===== src/rtl/wbps_pkg.sv =====
package wbps_pkg;

    localparam int MaxPattern = 16;
    localparam int LenW       = $clog2(MaxPattern + 1);
    localparam int PosW       = (MaxPattern > 1) ? $clog2(MaxPattern) : 1;
    localparam int AddrW      = 64;
    localparam int CfgDataW   = 64;
    localparam int CfgIdxW    = 3;
    localparam int CareW      = 16;

    typedef logic [7:0]          t_byte;
    typedef logic [AddrW-1:0]    t_addr;
    typedef logic [LenW-1:0]     t_len;
    typedef logic [CfgDataW-1:0] t_cfg_data;

    typedef enum logic [CfgIdxW-1:0] {
        CfgPatternLow  = 3'd0,
        CfgPatternHigh = 3'd1,
        CfgCareMask    = 3'd2,
        CfgPatternLen  = 3'd3,
        CfgFindAll     = 3'd4
    } t_cfg_idx;

    typedef struct packed {
        logic advance;
        logic flush;
        logic in_use;
        logic match;
    } t_cell_ctrl;

    function automatic t_len clamp_len(input logic [4:0] raw);
        t_len len;
        if (raw == 5'd0) begin
            len = t_len'(1);
        end else if ({27'd0, raw} > MaxPattern) begin
            len = t_len'(MaxPattern);
        end else begin
            len = t_len'(raw);
        end
        return len;
    endfunction

endpackage


===== src/rtl/wbps_if.sv =====
interface wbps_in_if;
    import wbps_pkg::*;

    logic  valid;
    logic  ready;
    t_byte data_byte;
    t_addr byte_address;
    logic  region_start;
    logic  scan_start;

    modport source (output valid, output data_byte, output byte_address,
                    output region_start, output scan_start, input ready);
    modport sink   (input valid, input data_byte, input byte_address,
                    input region_start, input scan_start, output ready);
endinterface

interface wbps_out_if;
    import wbps_pkg::*;

    logic  valid;
    logic  ready;
    t_addr match_address;

    modport source (output valid, output match_address, input ready);
    modport sink   (input valid, input match_address, output ready);
endinterface


===== src/rtl/wbps_cell.sv =====
module wbps_cell (
    input  logic                   i_clk,
    input  logic                   i_rst_n,
    input  wbps_pkg::t_cell_ctrl   i_ctrl,
    input  logic                   i_prev,
    input  logic                   i_care,
    input  wbps_pkg::t_byte        i_pattern,
    input  wbps_pkg::t_byte        i_data,
    output logic                   o_hit,
    output logic                   o_flag
);
    logic r_flag;
    logic n_flag;
    logic w_cand;

    assign w_cand = i_prev & ~i_ctrl.flush & i_ctrl.in_use;
    assign o_hit  = w_cand & (~i_care | (i_pattern == i_data));
    assign n_flag = o_hit & ~i_ctrl.match;
    assign o_flag = r_flag;

    always_ff @(posedge i_clk) begin
        if (!i_rst_n) begin
            r_flag <= 1'b0;
        end else if (i_ctrl.advance) begin
            r_flag <= n_flag;
        end
    end
endmodule


===== src/rtl/wildcard_byte_pattern_scanner_top.sv =====
// Masked byte signature scanner. Takes one memory byte per cycle and compares it against a
// pattern of up to 16 bytes, where cleared care-mask bits are wildcards. A row of cells, one
// per pattern position, holds the partial-match flags; each accepted byte moves them one cell
// along. A match must lie inside one region, clears all partial matches (matches never
// overlap) and returns the address of its first byte in the cycle after the last byte's
// transaction. With find_all clear only the first match after a scan start is reported.
// Throughput is one byte per cycle; the result sits in an output register, so input stays
// ready while that register is empty or being taken. Write configuration only while idle.
module wildcard_byte_pattern_scanner_top (
    input  logic                  i_clk,
    input  logic                  i_rst_n,
    input  logic                  i_cfg_we,
    input  wbps_pkg::t_cfg_idx    i_cfg_index,
    input  wbps_pkg::t_cfg_data   i_cfg_wdata,
    wbps_in_if.sink               i_in,
    wbps_out_if.source            o_out
);
    import wbps_pkg::*;

    logic [63:0]            r_pat_lo;
    logic [63:0]            r_pat_hi;
    logic [CareW-1:0]       r_care;
    t_len                   r_len;
    logic                   r_find_all;
    logic                   r_taken;
    logic                   n_taken;
    logic                   r_out_valid;
    t_addr                  r_out_addr;
    t_addr                  n_out_addr;

    logic [127:0]           w_pattern;
    logic [MaxPattern-1:0]  w_hit;
    logic [MaxPattern-1:0]  w_prev;
    logic [MaxPattern-1:0]  w_flag;
    logic [PosW-1:0]        w_last;
    logic                   w_accept;
    logic                   w_flush;
    logic                   w_match;
    logic                   w_taken_eff;
    logic                   w_report;
    t_cell_ctrl             w_ctrl [MaxPattern];

    assign w_pattern   = {r_pat_hi, r_pat_lo};
    assign i_in.ready  = ~r_out_valid | o_out.ready;
    assign w_accept    = i_in.valid & i_in.ready;
    assign w_flush     = i_in.region_start | i_in.scan_start;
    assign w_last      = PosW'(r_len - t_len'(1));
    assign w_match     = w_hit[w_last];
    assign w_taken_eff = r_taken & ~i_in.scan_start;
    assign w_report    = w_match & (r_find_all | ~w_taken_eff);
    assign n_taken     = w_match | w_taken_eff;
    assign n_out_addr  = i_in.byte_address - AddrW'(w_last);
    assign w_prev      = {w_flag[MaxPattern-2:0], 1'b1};

    assign o_out.valid         = r_out_valid;
    assign o_out.match_address = r_out_addr;

    genvar k;
    generate
        for (k = 0; k < MaxPattern; k++) begin : g_cell
            assign w_ctrl[k].advance = w_accept;
            assign w_ctrl[k].flush   = (k == 0) ? 1'b0 : w_flush;
            assign w_ctrl[k].in_use  = t_len'(k) < r_len;
            assign w_ctrl[k].match   = w_match;

            wbps_cell u_cell (
                .i_clk     (i_clk),
                .i_rst_n   (i_rst_n),
                .i_ctrl    (w_ctrl[k]),
                .i_prev    (w_prev[k]),
                .i_care    (r_care[k]),
                .i_pattern (w_pattern[8*k +: 8]),
                .i_data    (i_in.data_byte),
                .o_hit     (w_hit[k]),
                .o_flag    (w_flag[k])
            );
        end
    endgenerate

    always_ff @(posedge i_clk) begin
        if (!i_rst_n) begin
            r_pat_lo   <= '0;
            r_pat_hi   <= '0;
            r_care     <= '0;
            r_len      <= t_len'(1);
            r_find_all <= 1'b1;
        end else if (i_cfg_we) begin
            case (i_cfg_index)
                CfgPatternLow:  r_pat_lo   <= i_cfg_wdata;
                CfgPatternHigh: r_pat_hi   <= i_cfg_wdata;
                CfgCareMask:    r_care     <= i_cfg_wdata[CareW-1:0];
                CfgPatternLen:  r_len      <= clamp_len(i_cfg_wdata[4:0]);
                CfgFindAll:     r_find_all <= i_cfg_wdata[0];
                default: ;
            endcase
        end
    end

    always_ff @(posedge i_clk) begin
        if (!i_rst_n) begin
            r_taken     <= 1'b0;
            r_out_valid <= 1'b0;
        end else if (w_accept) begin
            r_taken     <= n_taken;
            r_out_valid <= w_report;
        end else if (o_out.ready) begin
            r_out_valid <= 1'b0;
        end
    end

    always_ff @(posedge i_clk) begin
        if (w_accept && w_report) begin
            r_out_addr <= n_out_addr;
        end
    end
endmodule


===== src/flat_wrapper.sv =====
// flat-port wrapper written by rule: the top's interface ports become plain ports
module wildcard_byte_pattern_scanner_top_flat import wbps_pkg::*;
  (i_clk, i_rst_n, i_cfg_we, i_cfg_index, i_cfg_wdata, i_in_valid, i_in_data_byte, i_in_byte_address, i_in_region_start, i_in_scan_start, i_in_ready, o_out_valid, o_out_match_address, o_out_ready);
  wbps_in_if i_in_i ();
  wbps_out_if o_out_i ();
  input  logic i_clk;
  input  logic i_rst_n;
  input  logic i_cfg_we;
  input  wbps_pkg::t_cfg_idx i_cfg_index;
  input  wbps_pkg::t_cfg_data i_cfg_wdata;
  input wire logic [$bits(i_in_i.valid)-1:0] i_in_valid;
  input wire logic [$bits(i_in_i.data_byte)-1:0] i_in_data_byte;
  input wire logic [$bits(i_in_i.byte_address)-1:0] i_in_byte_address;
  input wire logic [$bits(i_in_i.region_start)-1:0] i_in_region_start;
  input wire logic [$bits(i_in_i.scan_start)-1:0] i_in_scan_start;
  output wire logic [$bits(i_in_i.ready)-1:0] i_in_ready;
  output wire logic [$bits(o_out_i.valid)-1:0] o_out_valid;
  output wire logic [$bits(o_out_i.match_address)-1:0] o_out_match_address;
  input wire logic [$bits(o_out_i.ready)-1:0] o_out_ready;
  assign i_in_i.valid = i_in_valid;
  assign i_in_i.data_byte = i_in_data_byte;
  assign i_in_i.byte_address = i_in_byte_address;
  assign i_in_i.region_start = i_in_region_start;
  assign i_in_i.scan_start = i_in_scan_start;
  assign i_in_ready = i_in_i.ready;
  assign o_out_valid = o_out_i.valid;
  assign o_out_match_address = o_out_i.match_address;
  assign o_out_i.ready = o_out_ready;
  wildcard_byte_pattern_scanner_top u_core (.i_clk(i_clk), .i_rst_n(i_rst_n), .i_cfg_we(i_cfg_we), .i_cfg_index(i_cfg_index), .i_cfg_wdata(i_cfg_wdata), .i_in(i_in_i), .o_out(o_out_i));
endmodule

===== config.mk =====
export PLATFORM = sky130hd
export DESIGN_NAME = wildcard_byte_pattern_scanner_top_flat
export DESIGN_NICKNAME = d
export VERILOG_FILES = /design/src/rtl/wbps_pkg.sv /design/src/rtl/wbps_if.sv /design/src/rtl/wbps_cell.sv /design/src/rtl/wildcard_byte_pattern_scanner_top.sv /design/src/flat_wrapper.sv
export SDC_FILE = /design/constraint.sdc
export NUM_CORES = 1
export LEC_CHECK = 0
export BUFFER_PORTS_ARGS = -buffer_cell sky130_fd_sc_hd__buf_2
export CORE_ASPECT_RATIO = 1.4
export CORE_UTILIZATION = 40
export DETAILED_ROUTE_END_ITERATION = 12
export SETUP_SLACK_MARGIN = 0.5
export SYNTH_ARGS = -nofsm -noshare
export SYNTH_HDL_FRONTEND = slang
export SYNTH_HIERARCHICAL = 1
export SYNTH_SLANG_ARGS = --single-unit

===== constraint.sdc =====
create_clock -name i_clk -period 9.9 [get_ports i_clk]
set_input_delay 1.485 -clock i_clk [delete_from_list [all_inputs] [get_ports i_clk]]
set_output_delay 1.485 -clock i_clk [all_outputs]
set_load 0.05 [all_outputs]

==> results of run 1 <==
cell usage in the layout (no fill, tap or decap), types with 4 or more instances in the layout:
cell and instances:
mux4_2 5, buf_4 8, nor2b_1 7, a21o_1 4, clkinv_2 4, o41ai_2 15, nor2_1 26, nand3b_1 35
inv_1 7, edfxtp_1 64, buf_2 210, ha_1 6, nor3_1 38, nand2b_1 5, clkbuf_8 8, xnor2_1 36
a21boi_1 16, or4_4 4, nand2_1 324, or3_1 9, or4_1 5, dfxtp_1 167, clkbuf_16 25, nand3_1 19
or2_2 6, a21oi_1 4, nor4_1 40, xor2_1 151, a21boi_0 145
sequential cells by signal, summed over array words and instances, names as in the netlist, 5 cells and up:
register and cells:
u_core/o_out.match_address 64, u_core/g_cell.u_cell/o_flag 15, u_core/r_pat_lo 64, u_core/r_pat_hi 64
u_core/r_len 5, u_core/r_care 16
per-stage QoR:
step | hold WS [ns] | utilization [%]
detailed placement | 0.4484 | 45.52
floorplan | 0.4300 | -
global placement | 0.4391 | 45.52
CTS | 0.4591 | 48.30
finish | 0.4558 | 48.31
global route | 0.4862 | 48.30
layout make-up:
| type | count | area, um^2 | share of cell area (%) |
|---|---|---|---|
| Antenna cell | 1 | 2.502 | 0.01818 |
| Clock buffer | 38 | 757.0 | 5.499 |
| Sequential cell | 231 | 5265 | 38.25 |
| Inverter | 7 | 26.28 | 0.1909 |
| Multi-Input combinational cell | 947 | 6101 | 44.32 |
| Timing Repair Buffer | 218 | 1111 | 8.071 |
| Tap cell | 375 | 469.2 | 3.408 |
| Clock inverter | 6 | 33.78 | 0.2454 |
worst reg2reg max path, cell delays in order, from the launching register on:
cell and delay [ns]:
dfxtp_1 0.49, nor3_1 0.48, xnor2_1 0.24, ha_1 0.29, nor4_1 0.65, nand4b_2 0.40
or3_1 0.67, nor4_1 0.46, xor2_1 0.12
worst paths after layout:
check / from / to / slack [ns] / depth (start not counted)
worst min register to register: u_core/r_taken / u_core/r_taken / 0.46 / 2
worst min-delay path: u_core/r_taken / u_core/r_taken / 0.46 / 2
worst max register to register: u_core/r_len[0] / u_core/o_out.match_address[63] / 5.82 / 8
worst max-delay path: i_in_data_byte[1] / u_core/o_out.match_address[37] / 5.34 / 9
layer usage:
metal	wire length (um)	global-route usage, %	up-vias	share of wire, %
met1	12880	25.00	4387	41
li1	-	-	4646	-
met4	949	7.589	6	3.0
met3	1665	3.311	64	5.3
met5	38	0	-	0.12
met2	15670	37.66	254	50
power groups by stage:
stage               Clock (uW)  Combinational [uW]  Sequential, uW
finish                     902                 227            1010
global route               962                 248            1010
CTS                        924                 229            1010
detailed placement           0                 228            1030
global placement             0                 226            1030
floorplan                    0                 105            1050
==> results.yml, run 1 <==
timing:
  max_freq_mhz: 219.4
  tightest_slew_ns: 1.172
  hold_violations: 0
  min_period_ns: 4.558
  max-slew-margin-rel_pct: 21.84
  setup_tns_ns: 0
  worst_slack_ns: 5.342
  finalSetupViolations: 0
  skew_ns: 0.01783
  finalMaxSlewViolations: 0
  fin_crit_sh_pct: 46.04
  rsz0062_at_grt: "false"
floorplanning:
  ioPinCount: 212
  row_count: 73
  start_util_pct: 40.75
  die_height_um: 203.6
  dieArea_um2: 29730
  die_x_um: 146
  core_um2: 28500
pwr:
  p_leak_uw: 0.005286
  p_sw_share_pct: 25.08
  total_power_uw: 2137
  ir_worst_vdd_mv: 0.1262
  intPower_uw: 1601
  p_sw_uw: 536.2
  clkPwrFrac_pct: 42.2
  comb_power_share_pct: 10.6
  powerDensity_nw_per_um2: 155.3
  power.share.sequential_pct: 47.2
route:
  ant_nets: 0
  vias_per_cell: 5.133
  drc: 0
  dr.first_iter.drc_count: 398
  firstDrtPassIters: 5
  wl_per_cell_um: 17.12
  vias: 9357
  wl_mm: 31.21
min_path:
  min_path_type: "reg -> reg"
clocking:
  cts_htree_levels: 1
  clkTransAtPathRegs_ns: 0.06
  hold_buffers: 0
  cts_root_buf: "clkbuf_16"
  postCtsSetupBuffers: 0
  cts_buffers: 24
  clock-sinks: 231
  cts_tree: "done"
  clock_path_buffers: 3
  clock_latency_ns: 0.53
  cts_resized: 0
critical_path:
  startpoint_type: "input port"
  cpMaxStageDelayCell: "buf_4"
  crit_type: "in -> reg"
  path_max_fanout: 64
  cp_top_family: "buffers and inverters"
  cp-end-kind: "flip-flop"
  crit_path_max_incr_delay_ns: 0.61
  cp.required_ns: 10.05
  worst-path-buf-inv: 2
  crit_chain: "buf_2 > xor2_1 > nor4_1 > a21boi_1 > nor3_1 > mux4_2 > mux4_2 > and3_2 > buf_4"
  cp_data_arrival_time_ns: 4.71
  cpMostUsedCell: "mux4_2"
placed_design:
  place_hpwl_mm: 21.80
  place.gp.congestion: 0.8017
  pre_cts_ws_ns: 4.777
  numPortBuffers: 211
  dpl_cell_area_um2: 12970
  dp.cells: 1778
status:
  outcome: "finished, final reports clean"
global_routing:
  first_global_vias: 8984
  grt_max_degree: 130
  overflow: 0
  grt_usage_pct: 20.91
  grt_first_pass_wirelength_mm: 48.99
  grt_antenna_before_repair: 4
job:
  drv_cap: 0
layout:
  drive_above_1_share_pct: 20.66
  stdcell_area_um2: 13770
  layout.cells.non_filler: 1823
  nets: 1582
  area_growth_pct: 18.54
  fill_cells: 2784
synthesis:
  ys_warn_count: 6
  synth_area_per_cell_um2: 9.350
  syn-instance-count: 1242
  netlist_area_um2: 11610
Power figures use the tool's default switching activity.
==> inputs of run 2 (changes only) <==
Settings changed: ABC_AREA set to 1.
Clock period 9.9 ns to 4.55 ns, I/O delays scaled along.
==> results.yml, run 2 <==
pwr:
  ir_worst_vdd_mv: 0.2592
  p_leak_uw: 0.006842
  powerDensity_nw_per_um2: 324.2
route:
  wirelength_met1_mm: 15.03
  wl_per_cell_um: 14.13
  ant_nets: 0
  vias_per_cell: 4.660
  met3_length_mm: 1.552
  dr.first_iter.drc_count: 695
  vias: 12140
  drc: 0
  met2_length_mm: 19.12
  highest_layer: "met4"
  firstDrtPassIters: 5
  wl_mm: 36.81
timing:
  min_period_ns: 3.603
  hold_violations: 0
  fin_crit_sh_pct: 79.18
  setup_tns_ns: 0
  max-slew-margin-rel_pct: 26.98
  finalSetupViolations: 0
  max_freq_mhz: 277.6
  tightest_slew_ns: 1.095
  rsz0062_at_grt: "false"
  finalMaxSlewViolations: 0
  skew_ns: 0.02091
  worst_slack_ns: 0.9474
critical_path:
  crit_type: "reg -> reg"
  startpoint_type: "flip-flop"
  cp-end-kind: "flip-flop"
  cp_data_arrival_time_ns: 3.89
  path_max_fanout: 14
  cp.required_ns: 4.84
clocking:
  cts_htree_levels: 1
  postCtsSetupBuffers: 0
  clock_path_buffers: 3
  cts_root_buf: "clkbuf_16"
  hold_buffers: 0
  clock-sinks: 231
  cts_buffers: 25
  clkTransAtPathRegs_ns: 0.06
  cts_resized: 0
  clock_latency_ns: 0.55
  cts_tree: "done"
layout:
  mostFrequentLayoutCell: "nand2_1"
  fill_cells: 3432
  nets: 2301
  drive_above_1_share_pct: 15.84
  final_cell_mix: "nand2_1 (497), nor2_1 (421), inv_1 (288)"
  antenna_cells: 0
  area_growth_pct: 17.05
  final_util_pct: 47.46
placed_design:
  place_hpwl_mm: 26.93
  place.gp.congestion: 0.9219
  numPortBuffers: 211
  pre_cts_ws_ns: 0.9672
floorplanning:
  die_x_um: 155.2
  start_util_pct: 40.55
  die_height_um: 216.4
  ioPinCount: 212
  core_um2: 32400
  dieArea_um2: 33590
  row_count: 78
job:
  drv_cap: 0
status:
  outcome: "finished, final reports clean"
global_routing:
  overflow: 0
  grt_usage_pct: 22.06
  grt_max_degree: 124
  grt_first_pass_wirelength_mm: 58.39
  grt_antenna_before_repair: 0
  first_global_vias: 11490
synthesis:
  ys_warn_count: 6
  syn-instance-count: 1947
  synth_area_per_cell_um2: 6.748
  netlist_area_um2: 13140
  syn_nets: 2100
min_path:
  min_path_type: "in -> reg"
==> run 2: cell type report <==
| cell class | instances | area, um^2 | share of cell area (%) |
|---|---|---|---|
| timing repair buffer | 221 | 1146 | 7.453 |
| multi-input combinational | 1373 | 6505 | 42.30 |
| clock buffer | 40 | 775.7 | 5.044 |
| sequential | 231 | 5265 | 34.24 |
| inverter | 296 | 1112 | 7.233 |
| tap | 440 | 550.5 | 3.580 |
| clock inverter | 4 | 23.77 | 0.1546 |
==> run 2: where the power goes <==
group | total [uW] | switching, uW | internal, uW
sequential | 2260 | 45.4 | 2210
combinational | 730 | 498 | 232
clock | 2000 | 838 | 1160
total | 4990 | 1380 | 3600
==> run 2: critical path, cell delays in order, from the launching register on <==
cell and delay (ns):
dfxtp_1 0.63, inv_1 0.39, ha_1 0.36, xnor2_1 0.38
ha_1 0.38, nand3_1 0.11, nand3_2 0.15, nor2_4 0.19
nand3_2 0.18, nor2_4 0.21, nand2_2 0.13, o21ai_1 0.14
nand2_1 0.09
==> run 2: path summary, 6_finish.rpt <==
path	from	endpoint	slack [ns]	cells after the start
hold / removal	i_cfg_wdata[39]	u_core/r_pat_lo[39]	0.40	3
setup / recovery	u_core/r_len[0]	u_core/o_out.match_address[50]	0.95	12
hold reg to reg	u_core/r_find_all	u_core/r_find_all	0.48	2
setup reg to reg	u_core/r_len[0]	u_core/o_out.match_address[50]	0.95	12
==> run 2: stage by stage <==
step / cell area (um^2) / instances / power, uW / hold slack [ns]
4_1_cts: 15380 / 2605 / 5063 / 0.3734
6_report: 15380 / 2605 / 4986 / 0.3967
2_1_floorplan: 13140 / 1947 / 2774 / 0.4433
3_3_place_gp: 14580 / 2561 / 3024 / 0.4539
5_1_grt: 15380 / 2605 / 5233 / 0.3971
3_5_place_dp: 14580 / 2561 / 3035 / 0.4658
==> run 2: metal layers <==
| layer | global-route usage, % | vias to the layer above |
|---|---|---|
| met1 | 24.76 | 5433 |
| met5 | 0 | - |
| met3 | 2.639 | 62 |
| met4 | 7.745 | 0 |
| met2 | 42.24 | 299 |
| li1 | - | 6345 |
==> inputs of run 3 (changes only) <==
Clock period 4.55 ns to 3 ns, I/O delays scaled along.
==> results.yml, run 3 (synthesis results as in run 2) <==
status:
  outcome: "finished, final reports clean"
global_routing:
  grt_first_pass_wirelength_mm: 59.48
  grt_max_degree: 132
  grt_usage_pct: 22.47
  met1_usage_pct: 24.23
  grt_use_met2_pct: 43.41
  use_met3_pct: 3.059
  grt_antenna_before_repair: 0
  first_global_vias: 11700
  grt-busiest-layer: "met2"
  overflow: 0
critical_path:
  cp-end-kind: "flip-flop"
  cp.required_ns: 3.29
  crit_type: "reg -> reg"
  reg2reg_slack_ns: 0.57
  cpMaxStageDelayCell: "dfxtp_2"
  cpMostUsedCell: "nand2_1"
  crit_path_max_incr_delay_ns: 0.33
  path_max_fanout: 9
  crit_chain: "inv_4 > ha_4 > buf_4 > ha_1 > nand3_1 > nand2_2 > nand2_2 > nand2_4 > nor2_8 > nand2_4 > nor2_4 > nand2_1 > nand2_1 > nand2_1"
  startpoint_type: "flip-flop"
  cp_data_arrival_time_ns: 2.72
floorplanning:
  core_um2: 32400
  dieArea_um2: 33590
  row_count: 78
  die_height_um: 216.4
  die_x_um: 155.2
  start_util_pct: 40.55
  ioPinCount: 212
route:
  wl_mm: 37.94
  drc: 0
  dr.first_iter.drc_count: 508
  vias: 12270
  firstDrtPassIters: 5
  vias_per_cell: 4.657
  ant_nets: 0
  wl_per_cell_um: 14.40
job:
  drv_cap: 0
clocking:
  clock_latency_ns: 0.55
  cts_htree_levels: 1
  clock_path_buffers: 3
  cts_buffers: 26
  clock-sinks: 231
  cts_tree: "done"
  clkTransAtPathRegs_ns: 0.06
  cts_root_buf: "clkbuf_16"
layout:
  stdcell_area_um2: 15940
  drive_above_1_share_pct: 18.59
  mostFrequentLayoutCell: "nand2_1"
  antenna_cells: 0
  final_cell_mix: "nand2_1 (486), nor2_1 (419), inv_1 (281)"
  nets: 2328
  fill_cells: 3355
  area_growth_pct: 21.30
timing:
  rsz0062_at_grt: "true"
  hold_violations: 0
  whs_ns: 0.1679
  min_period_ns: 2.430
  fin_crit_sh_pct: 81.01
  finalMaxSlewViolations: 0
  max_freq_mhz: 411.5
  max-slew-margin-rel_pct: 54.00
  finalSetupViolations: 0
  tightest_slew_ns: 0.6900
  setup_tns_ns: 0
  skew_ns: 0.02046
placed_design:
  numPortBuffers: 211
  place_hpwl_mm: 27.86
  dpl_cell_area_um2: 14840
  place.gp.congestion: 0.9030
pwr:
  p_leak_uw: 0.007027
  total_power_uw: 7719
  ir_worst_vdd_mv: 0.4698
  powerDensity_nw_per_um2: 484.3
min_path:
  min_path_type: "in -> reg"
## run 3: cell count changes in the layout (fill, tap and decap cells not counted), sizes merged
cell / delta
buf: +18
clkinv: +9
clkinvlp: +4
inv: -3
bufinv: +2
## run 3: layout make-up
class	count	area, um^2	area share (%)
inverters	296	1125	7.058
repair buffers	247	1443	9.052
flip-flops and latches	231	5278	33.11
multi-input cells	1373	6715	42.13
clock inverters	16	132.6	0.8322
clock buffers	32	694.4	4.357
well taps	440	550.5	3.454
## run 3: layer usage
layer	vias to the layer above	share of wire [%]
li1	6405	-
met1	5492	40
met2	305	52
met3	70	4.2
met4	0	3.6
met5	-	0
## run 3: per-stage QoR
stage / instances / utilization, % / worst slack (ns)
floorplan: 1947 / - / 0.3068
global placement: 2574 / 45.80 / 0.01108
detailed placement: 2574 / 45.80 / -0.04440
CTS: 2626 / 48.66 / 0.5032
global route: 2635 / 49.19 / 0.4578
finish: 2635 / 49.19 / 0.5697
## run 3: what timing repair did
action | in CTS | in global routing
cloned | 0 | 1
gates resized for setup | 14 | 31
pin swaps | 4 | 14
hold buffers | 0 | 0
buffers inserted | 4 | 8
endpoints found under the setup margin | 91 | 90
## run 3: power by group
group | total, uW | leakage (uW) | internal, uW | switching [uW]
logic | 1180 | 0.00468 | 393 | 785
clock network | 3120 | 0.000403 | 1810 | 1310
registers | 3420 | 0.00195 | 3350 | 72.1
total | 7720 | 0.00703 | 5560 | 2160
## run 3: critical path, delay by kind of cell, from the launching register on
family	cells	cell delay (ns)
flip-flops	1	0.33
AND/OR/NAND/NOR	10	1.03
adder cells (fa/ha/maj)	2	0.52
buffers and inverters	2	0.29
## run 3: path summary, 6_finish.rpt
| path | from | to | depth (start not counted) |
|---|---|---|---|
| worst max register to register | u_core/r_len[0] | u_core/o_out.match_address[63] | 14 |
| worst min-delay path | i_cfg_wdata[30] | u_core/r_pat_hi[30] | 3 |
| worst min register to register | u_core/r_taken | u_core/r_taken | 2 |
| worst max-delay path | u_core/r_len[0] | u_core/o_out.match_address[63] | 14 |
